`config.mk`:
```
export PLATFORM = sky130hd
export DESIGN_NAME = tfa_div
export DESIGN_NICKNAME = d
export VERILOG_FILES = /design/src/tfa_pkg.sv /design/src/tfa_div.sv
export SDC_FILE = /design/constraint.sdc
export NUM_CORES = 1
export LEC_CHECK = 0
export BUFFER_PORTS_ARGS = -buffer_cell sky130_fd_sc_hd__buf_2
export CORE_AREA = 2 2 93 95
export DETAILED_ROUTE_END_ITERATION = 6
export DIE_AREA = 0 0 95 97
export GPL_ROUTABILITY_DRIVEN = 1
export REMOVE_ABC_BUFFERS = 1
export SETUP_SLACK_MARGIN = 0.3
export SYNTH_ARGS = -nofsm -noshare
export SYNTH_HDL_FRONTEND = slang
export SYNTH_SLANG_ARGS = --single-unit
export TNS_END_PERCENT = 50
```
`constraint.sdc`:
```
create_clock -name clk -period 5.15 [get_ports clk]
set_input_delay 1.03 -clock clk [delete_from_list [all_inputs] [get_ports clk]]
set_output_delay 1.03 -clock clk [all_outputs]
set_load 0.01 [all_outputs]
```
`src/tfa_pkg.sv`:
```
// Shared constants and types for the temporal frame averager.
`default_nettype none

package tfa_pkg;

	localparam int MAX_PIXELS = 262144;
	localparam int MAX_FRAMES = 256;

	localparam int POS_W  = $clog2(MAX_PIXELS);
	localparam int PIX_W  = 8;
	localparam int SUM_W  = 16;
	localparam int FC_W   = 9;
	localparam int FP_W   = 19;
	localparam int STEP_W = $clog2(SUM_W + 1);

	// Work handed from the store read stage to the averaging divider.
	typedef struct packed {
		logic [SUM_W-1:0] sum;
		logic [FC_W-1:0]  count;
		logic             ready;
		logic             last;
	} div_req_t;

endpackage

`default_nettype wire

```
`src/tfa_div.sv`:
```
// Restoring divider with round-half-even and the registered result stage.
`default_nettype none

module tfa_div import tfa_pkg::*; (
	input  wire logic             clk,
	input  wire logic             arst_n,
	input  wire logic             start,
	input  wire div_req_t         req,
	output logic                  idle,
	output logic                  out_valid,
	input  wire logic             out_stall,
	output logic [PIX_W-1:0]      average,
	output logic                  ready_res,
	output logic                  last_pixel
);

	typedef enum logic [1:0] {ST_IDLE, ST_RUN, ST_FIN} state_t;

	state_t            state_q;
	logic [STEP_W-1:0] step_q;
	logic [SUM_W-1:0]  quo_q;
	logic [FC_W-1:0]   rem_q;
	logic [FC_W-1:0]   dsr_q;
	logic              rdy_q;
	logic              last_q;
	logic              out_valid_q;
	logic [PIX_W-1:0]  avg_q;
	logic              rdy_out_q;
	logic              last_out_q;

	logic [FC_W:0]     trial;
	logic [FC_W:0]     diff;
	logic              ge;
	logic [FC_W-1:0]   rem_nxt;
	logic [FC_W:0]     rem2;
	logic [FC_W:0]     dsr_x;
	logic              round_up;
	logic [SUM_W:0]    q_inc;
	logic [PIX_W-1:0]  avg_nxt;
	logic              take;
	logic              out_free;
	logic              load;

	always_comb begin
		dsr_x   = {1'b0, dsr_q};
		trial   = {rem_q, quo_q[SUM_W-1]};
		ge      = (trial >= dsr_x);
		diff    = trial - dsr_x;
		rem_nxt = ge ? diff[FC_W-1:0] : trial[FC_W-1:0];

		// The remainder is below the divisor, so doubling it fits one extra bit.
		rem2     = {rem_q, 1'b0};
		round_up = (rem2 > dsr_x) || ((rem2 == dsr_x) && quo_q[0]);
		q_inc    = {1'b0, quo_q} + (SUM_W+1)'(round_up);
		if (dsr_q == '0) begin
			avg_nxt = '0;
		end else if (q_inc > (SUM_W+1)'({PIX_W{1'b1}})) begin
			avg_nxt = {PIX_W{1'b1}};
		end else begin
			avg_nxt = q_inc[PIX_W-1:0];
		end
	end

	assign take     = out_valid_q && !out_stall;
	assign out_free = !out_valid_q || !out_stall;
	assign load     = (state_q == ST_FIN) && out_free;

	always_ff @(posedge clk or negedge arst_n) begin
		if (!arst_n) begin
			state_q     <= ST_IDLE;
			step_q      <= '0;
			quo_q       <= '0;
			rem_q       <= '0;
			dsr_q       <= '0;
			rdy_q       <= 1'b0;
			last_q      <= 1'b0;
			out_valid_q <= 1'b0;
			avg_q       <= '0;
			rdy_out_q   <= 1'b0;
			last_out_q  <= 1'b0;
		end else begin
			out_valid_q <= load || (out_valid_q && !take);
			unique case (state_q)
				ST_IDLE: begin
					if (start) begin
						quo_q   <= req.sum;
						rem_q   <= '0;
						dsr_q   <= req.count;
						rdy_q   <= req.ready;
						last_q  <= req.last;
						step_q  <= '0;
						state_q <= ST_RUN;
					end
				end
				ST_RUN: begin
					quo_q  <= {quo_q[SUM_W-2:0], ge};
					rem_q  <= rem_nxt;
					step_q <= step_q + STEP_W'(1);
					if (step_q == STEP_W'(SUM_W - 1)) begin
						state_q <= ST_FIN;
					end
				end
				ST_FIN: begin
					// A finished quotient waits here while the previous result is held.
					if (out_free) begin
						avg_q      <= avg_nxt;
						rdy_out_q  <= rdy_q;
						last_out_q <= last_q;
						state_q    <= ST_IDLE;
					end
				end
				default: begin
					state_q <= ST_IDLE;
				end
			endcase
		end
	end

	assign idle       = (state_q == ST_IDLE);
	assign out_valid  = out_valid_q;
	assign average    = avg_q;
	assign ready_res  = rdy_out_q;
	assign last_pixel = last_out_q;

endmodule

`default_nettype wire

```
==> results of run 1 <==
-- cell type report --
class,count,area (um2),share of cell area (%)
multi-input cells,277,1690,47.4
well taps,105,131,3.68
inverters,16,60.1,1.68
flip-flops and latches,54,1350,37.8
clock buffers,6,82.6,2.31
repair buffers,46,240,6.73
clock inverters,2,12.5,0.350
-- worst max-delay path: stages, from the launching register on --
cell and delay (ns):
dfrtp_1 0.41, ha_1 0.40, nand3_1 0.15, or3_1 0.33, o221ai_1 0.20, a21oi_1 0.07, a21oi_1 0.19, ha_1 0.21
ha_1 0.22, and2_0 0.32, nand4_1 0.15, mux2_2 0.30, or4_1 0.72, nor3_2 0.22, o21ai_1 0.07
-- layout by cell type (no fill, tap or decap), types with 7 or more instances in the layout --
master / n
xnor2_1: 9
nor3_2: 8
ha_1: 14
nand2_1: 74
o21ai_0: 23
a31oi_1: 19
nand3_1: 18
and3_1: 7
o21ai_1: 8
inv_1: 16
dfrtp_1: 54
nor2_1: 26
buf_2: 42
a21oi_1: 9
-- kinds of logic after synthesis --
kind of cell	after synthesis
AOI/OAI and AO/OA	78
xor gates and xnor gates	13
DFF	54
buffers and inverters	35
and+or+nand+nor	161
muxes	10
adders and majority gates	15
-- worst min-delay path by stage --
stage / from / slack (ns) / to
6_report: average[3] / 0.49 / average[3]
5_1_grt: average[6] / 0.52 / average[6]
4_1_cts: last_q / 0.49 / last_q
3_5_place_dp: last_q / 0.47 / last_q
3_3_place_gp: last_q / 0.45 / last_q
2_1_floorplan: last_q / 0.44 / last_q
-- per-stage QoR --
step,hold slack [ns],cell area (um2),utilization [%]
floorplan,0.442,3110,-
CTS,0.492,3570,43.9
global placement,0.455,3480,42.7
finish,0.489,3570,43.9
global route,0.522,3570,43.9
detailed placement,0.468,3480,42.7
-- sequential cells by signal, summed over array words and instances, names as in the netlist --
signal / cells
quo_q: 16
dsr_q: 9
rem_q: 9
average: 8
step_q: 5
state_q: 2
last_pixel: 1
last_q: 1
out_valid: 1
rdy_q: 1
ready_res: 1
-- power breakdown --
group          internal [mW]  leakage (nW)  switching (mW)  total (mW)
sequential             0.614         0.617           0.185       0.799
clock                  0.108        0.0472           0.144       0.252
combinational          0.587         0.956           0.795        1.38
-- per-layer routing --
layer	part of all wire, %	track usage [%]
met1	51	23.3
met2	43	24.1
met4	1.3	5.24
met5	0	0
met3	4.3	2.02
==> flow_metrics.py, run 1 <==
metrics = {
    "setup_path": {
        "critPathLaunchType": "register",
        "r2r_end": "average[7]",
        "criticalPathCategory": "register to register",
        "worstSetupEndpointType": "register",
        "r2r_slack_ns": 1.07,
        "cp.arrival_ns": 4.28,
        "crit_start": "rem_q[5]",
        "crit_end": "average[7]",
        "cp_max_fo": 8,
        "rr_startpoint": "rem_q[5]",
        "r2r_cells": 14,
        "required_ns": 5.35,
    },
    "floorplanning": {
        "die_h_um": 97,
        "die_area_um2": 9220,
        "num_io_pins": 43,
        "core-area_um2": 8130,
        "rows": 33,
        "initial_core_util_pct": 39.3,
        "die-width_um": 95,
    },
    "logic_synthesis": {
        "synth-edff-count": 0,
        "synth_area_per_cell_um2": 8.74,
        "yosysSeqAreaShare_pct": 42.3,
        "muxShareOfSynthArea_pct": 3.40,
        "syn_inst": 366,
        "synth_top_cells_by_count": "nand2_1, dfrtp_1, nor2_1, o21ai_0, a31oi_1",
        "synth.area.top_cells": "dfrtp_1, nand2_1, ha_1",
        "synth_top_family_by_area": "simple AND/OR/NAND/NOR gates",
        "synth_top_area_share_pct": 42.3,
        "syn_area_um2": 3200,
        "synth_flop_cell": "dfrtp_1",
        "ys_types": 51,
        "synth_fa_ha_area_share_pct": 6.10,
        "synth_warnings": 0,
        "async_flop_share_pct": 100,
        "yosys.area_share.xor_xnor_pct": 3.56,
        "synthSimpleGateAreaFrac_pct": 25.0,
        "synth_compound_area_share_pct": 14.9,
        "yosysTopAreaCell": "dfrtp_1",
        "ys_ff_latch": 54,
        "synth.most_common_cell": "nand2_1",
    },
    "clocking": {
        "cts-hold-fix-buffers": 0,
        "cts_sinks": 54,
        "clkLatencyLatePin_ns": 0.31,
        "cts_made_buffers": 5,
        "cts_setup_buffers": 0,
        "cts-root-buf": "clkbuf_8",
        "htreeDepth": 2,
        "cts_resized": 0,
        "path_clk_slew_ns": 0.10,
        "clockBufferDepth": 2,
        "cts_tree": "yes",
    },
    "sta": {
        "relSlewSlack_pct": 31.5,
        "worst_pin_slew_ns": 1.02,
        "skew_ns": 0.00612,
        "setup_slack_ns": 1.07,
        "rsz0062_at_grt": "false",
        "setup_viol": 0,
        "post-route-period-util_pct": 79.3,
        "period_minus_slack_ns": 4.08,
        "hold_viol": 0,
        "drv_slew": 0,
        "setup_tns_ns": 0,
        "max_freq_ghz": 0.245,
    },
    "placement": {
        "dp_hpwl_mm": 4.92,
        "dp_slack_ns": 1.07,
        "place_congestion": 0.831,
        "place_inst": 498,
        "port_buffers": 42,
    },
    "power": {
        "p_per_area_nw_per_um2": 681,
        "p_leak_nw": 1.62,
        "max-vdd-ir-drop_mv": 0.222,
        "power_mw": 2.43,
    },
    "cells_and_area": {
        "syn_to_final_growth_pct": 11.7,
        "fin_cells": 506,
        "layout-drive-gt1-share_pct": 18.0,
        "n_fill_cell": 820,
        "layout.nets": 446,
        "antenna_cells": 0,
    },
    "global_routing": {
        "grt_pass1_vias": 2448,
        "antenna_found_initial": 0,
        "grt_max_degree": 55,
        "grtUsageTotal_pct": 15.9,
        "grt_overflow": 0,
        "grt_first_pass_wirelength_mm": 11.9,
    },
    "status": {
        "status": "finished, final reports clean",
    },
    "route": {
        "viasPerCell": 5.19,
        "firstDrtPassIters": 4,
        "antenna_left": 0,
        "wl_per_cell_um": 13.9,
        "drt_iter0_drc": 124,
        "drcViolationCount": 0,
        "wirelength_mm": 7.03,
        "vias": 2624,
    },
    "min_path": {
        "min_path_cells": 2,
        "hp-class": "register to register",
    },
    "flow_run": {
        "cap_violations": 0,
    },
}
Note: power is estimated with default switching activity, not from simulation.
==> inputs of run 2 (changes only) <==
==> constraint.sdc (replaced) <==
create_clock -name clk -period 3.82 [get_ports clk]
set_input_delay 0.764 -clock clk [delete_from_list [all_inputs] [get_ports clk]]
set_output_delay 0.764 -clock clk [all_outputs]
set_load 0.01 [all_outputs]
==> run 2 against run 1 <==
Compared with the run above: setup slack got worse by 0.80 ns; critical endpoint is now average[6]; highest routed layer unchanged; first-iteration DRC count is 60% higher; die area is the same.
==> flow_metrics.py, run 2 (synthesized netlist as in run 1, its figures left out) <==
metrics = {
    "min_path": {
        "holdPathEnd": "rdy_q",
        "hp-class": "register to register",
        "min_path_cells": 2,
        "hp-start": "rdy_q",
    },
    "cells_and_area": {
        "layout_commonest_cell": "nand2_1",
        "layout.nets": 454,
        "reg_top3": "quo_q x16, dsr_q x9, rem_q x9",
        "syn_to_final_growth_pct": 18.9,
        "layout-drive-gt1-share_pct": 24.2,
        "final_cell_mix": "nand2_1, dfrtp_1, buf_2",
        "regMostFlops": "quo_q",
        "largest_reg_flops": 16,
        "post-route-util_pct": 46.7,
        "antenna_cells": 0,
    },
    "clocking": {
        "htreeDepth": 2,
        "cts-hold-fix-buffers": 0,
        "cts-root-buf": "clkbuf_8",
        "cts_made_buffers": 5,
        "cts_tree": "yes",
        "cts_sinks": 54,
        "path_clk_slew_ns": 0.10,
        "clockBufferDepth": 2,
        "clkLatencyLatePin_ns": 0.31,
    },
    "sta": {
        "skew_ns": 0.0116,
        "relSlewSlack_pct": 46.0,
        "period_minus_slack_ns": 3.55,
        "max_freq_ghz": 0.282,
        "hold_viol": 0,
        "rsz0062_at_grt": "true",
        "post-route-period-util_pct": 92.9,
        "hold_slack_ns": 0.484,
        "setup_slack_ns": 0.270,
        "drv_slew": 0,
        "worst_pin_slew_ns": 0.809,
        "setup_tns_ns": 0,
        "setup_viol": 0,
    },
    "route": {
        "vias": 2688,
        "wl_per_cell_um": 14.6,
        "wirelength_mm": 7.52,
        "drt_iter0_drc": 198,
        "firstDrtPassIters": 4,
        "drcViolationCount": 0,
        "viasPerCell": 5.23,
        "antenna_left": 0,
    },
    "placement": {
        "place_congestion": 0.856,
        "port_buffers": 42,
        "dp_slack_ns": -0.0115,
        "dp_hpwl_mm": 5.43,
    },
    "global_routing": {
        "antenna_found_initial": 0,
        "grtUsageTotal_pct": 17.3,
        "grt_max_degree": 38,
        "grt_first_pass_wirelength_mm": 12.8,
        "grt_overflow": 0,
        "grt_pass1_vias": 2561,
    },
    "setup_path": {
        "cp_num_buf_inv": 1,
        "rr_startpoint": "rem_q[3]",
        "r2r_slack_ns": 0.27,
        "slowest_delay_ns": 0.64,
        "slowest_stage": "or4_4",
        "worst_path_dominant_cell_family": "simple AND/OR/NAND/NOR gates",
        "path_cells": "ha_1 -> nand3_1 -> nor4_1 -> buf_4 -> a21oi_2 -> a21oi_2 -> ha_2 -> ha_4 -> and2_4 -> nand4_1 -> mux2_2 -> or4_4 -> nor3_4 -> o21ai_2",
        "r2r_end": "average[6]",
        "cp.arrival_ns": 3.75,
        "r2r_cells": 14,
        "cp_max_fo": 8,
        "required_ns": 4.02,
        "worstSetupEndpointType": "register",
        "critPathLaunchType": "register",
        "criticalPathCategory": "register to register",
        "path_common_cell": "a21oi_2",
    },
    "floorplanning": {
        "die-width_um": 95,
        "core-area_um2": 8130,
        "initial_core_util_pct": 39.3,
        "rows": 33,
        "num_io_pins": 43,
        "die_h_um": 97,
        "die_area_um2": 9220,
    },
    "power": {
        "p_per_area_nw_per_um2": 953,
        "p_leak_nw": 1.71,
        "power_mw": 3.62,
        "max-vdd-ir-drop_mv": 0.378,
    },
    "flow_run": {
        "cap_violations": 0,
    },
    "status": {
        "status": "finished, final reports clean",
    },
}
[run 2: worst max path at each step]
stage | start | slack, ns | cells after the start | endpoint
after floorplan | rem_q[5] | 0.17 | 14 | average[2]
after global placement | rem_q[7] | 0.13 | 14 | average[5]
after detailed placement | dsr_q[7] | -0.01 | 15 | average[3]
after CTS | dsr_q[7] | 0.32 | 16 | average[3]
after global routing | rem_q[3] | 0.07 | 14 | average[6]
final | rem_q[3] | 0.27 | 14 | average[6]
[run 2: per-layer routing]
| metal | track usage [%] | wire length [um] |
|---|---|---|
| met5 | 0 | 0 |
| met4 | 3.68 | 68 |
| met3 | 2.57 | 322 |
| met2 | 25.3 | 3290 |
| met1 | 27.0 | 3840 |
[run 2: timing repair]
action                     4_1_cts  5_1_grt
gates cloned                     0        0
resized for setup                9       20
setup endpoints to repair        8        8
pin swaps                        1       10
hold endpoints to repair         0        0
setup buffers                    0        2
[run 2: final cells by class]
class,count,area [um2]
Fill cell,806,4330
Multi-Input combinational cell,277,1870
Sequential cell,54,1350
Timing Repair Buffer,54,300
Tap cell,105,131
Clock buffer,6,72.6
Inverter,16,60.1
Clock inverter,2,13.8
[run 2: metrics by stage]
step           cells  instance area [um2]
5_1_grt          514                 3800
6_report         514                 3800
4_1_cts          512                 3650
2_1_floorplan    347                 3110
3_3_place_gp     504                 3520
3_5_place_dp     504                 3520
[run 2: power by group]
part	internal, mW	switching, mW
combinational	0.990	1.21
clock	0.130	0.190
sequential	0.828	0.269
[run 2: worst reg2reg max path, stage by stage (launching register included)]
cell	delay, ns
dfrtp_1	0.41
ha_1	0.39
nand3_1	0.15
nor4_1	0.28
buf_4	0.20
a21oi_2	0.06
a21oi_2	0.14
ha_2	0.22
ha_4	0.13
and2_4	0.16
nand4_1	0.11
mux2_2	0.29
or4_4	0.64
nor3_4	0.20
o21ai_2	0.06
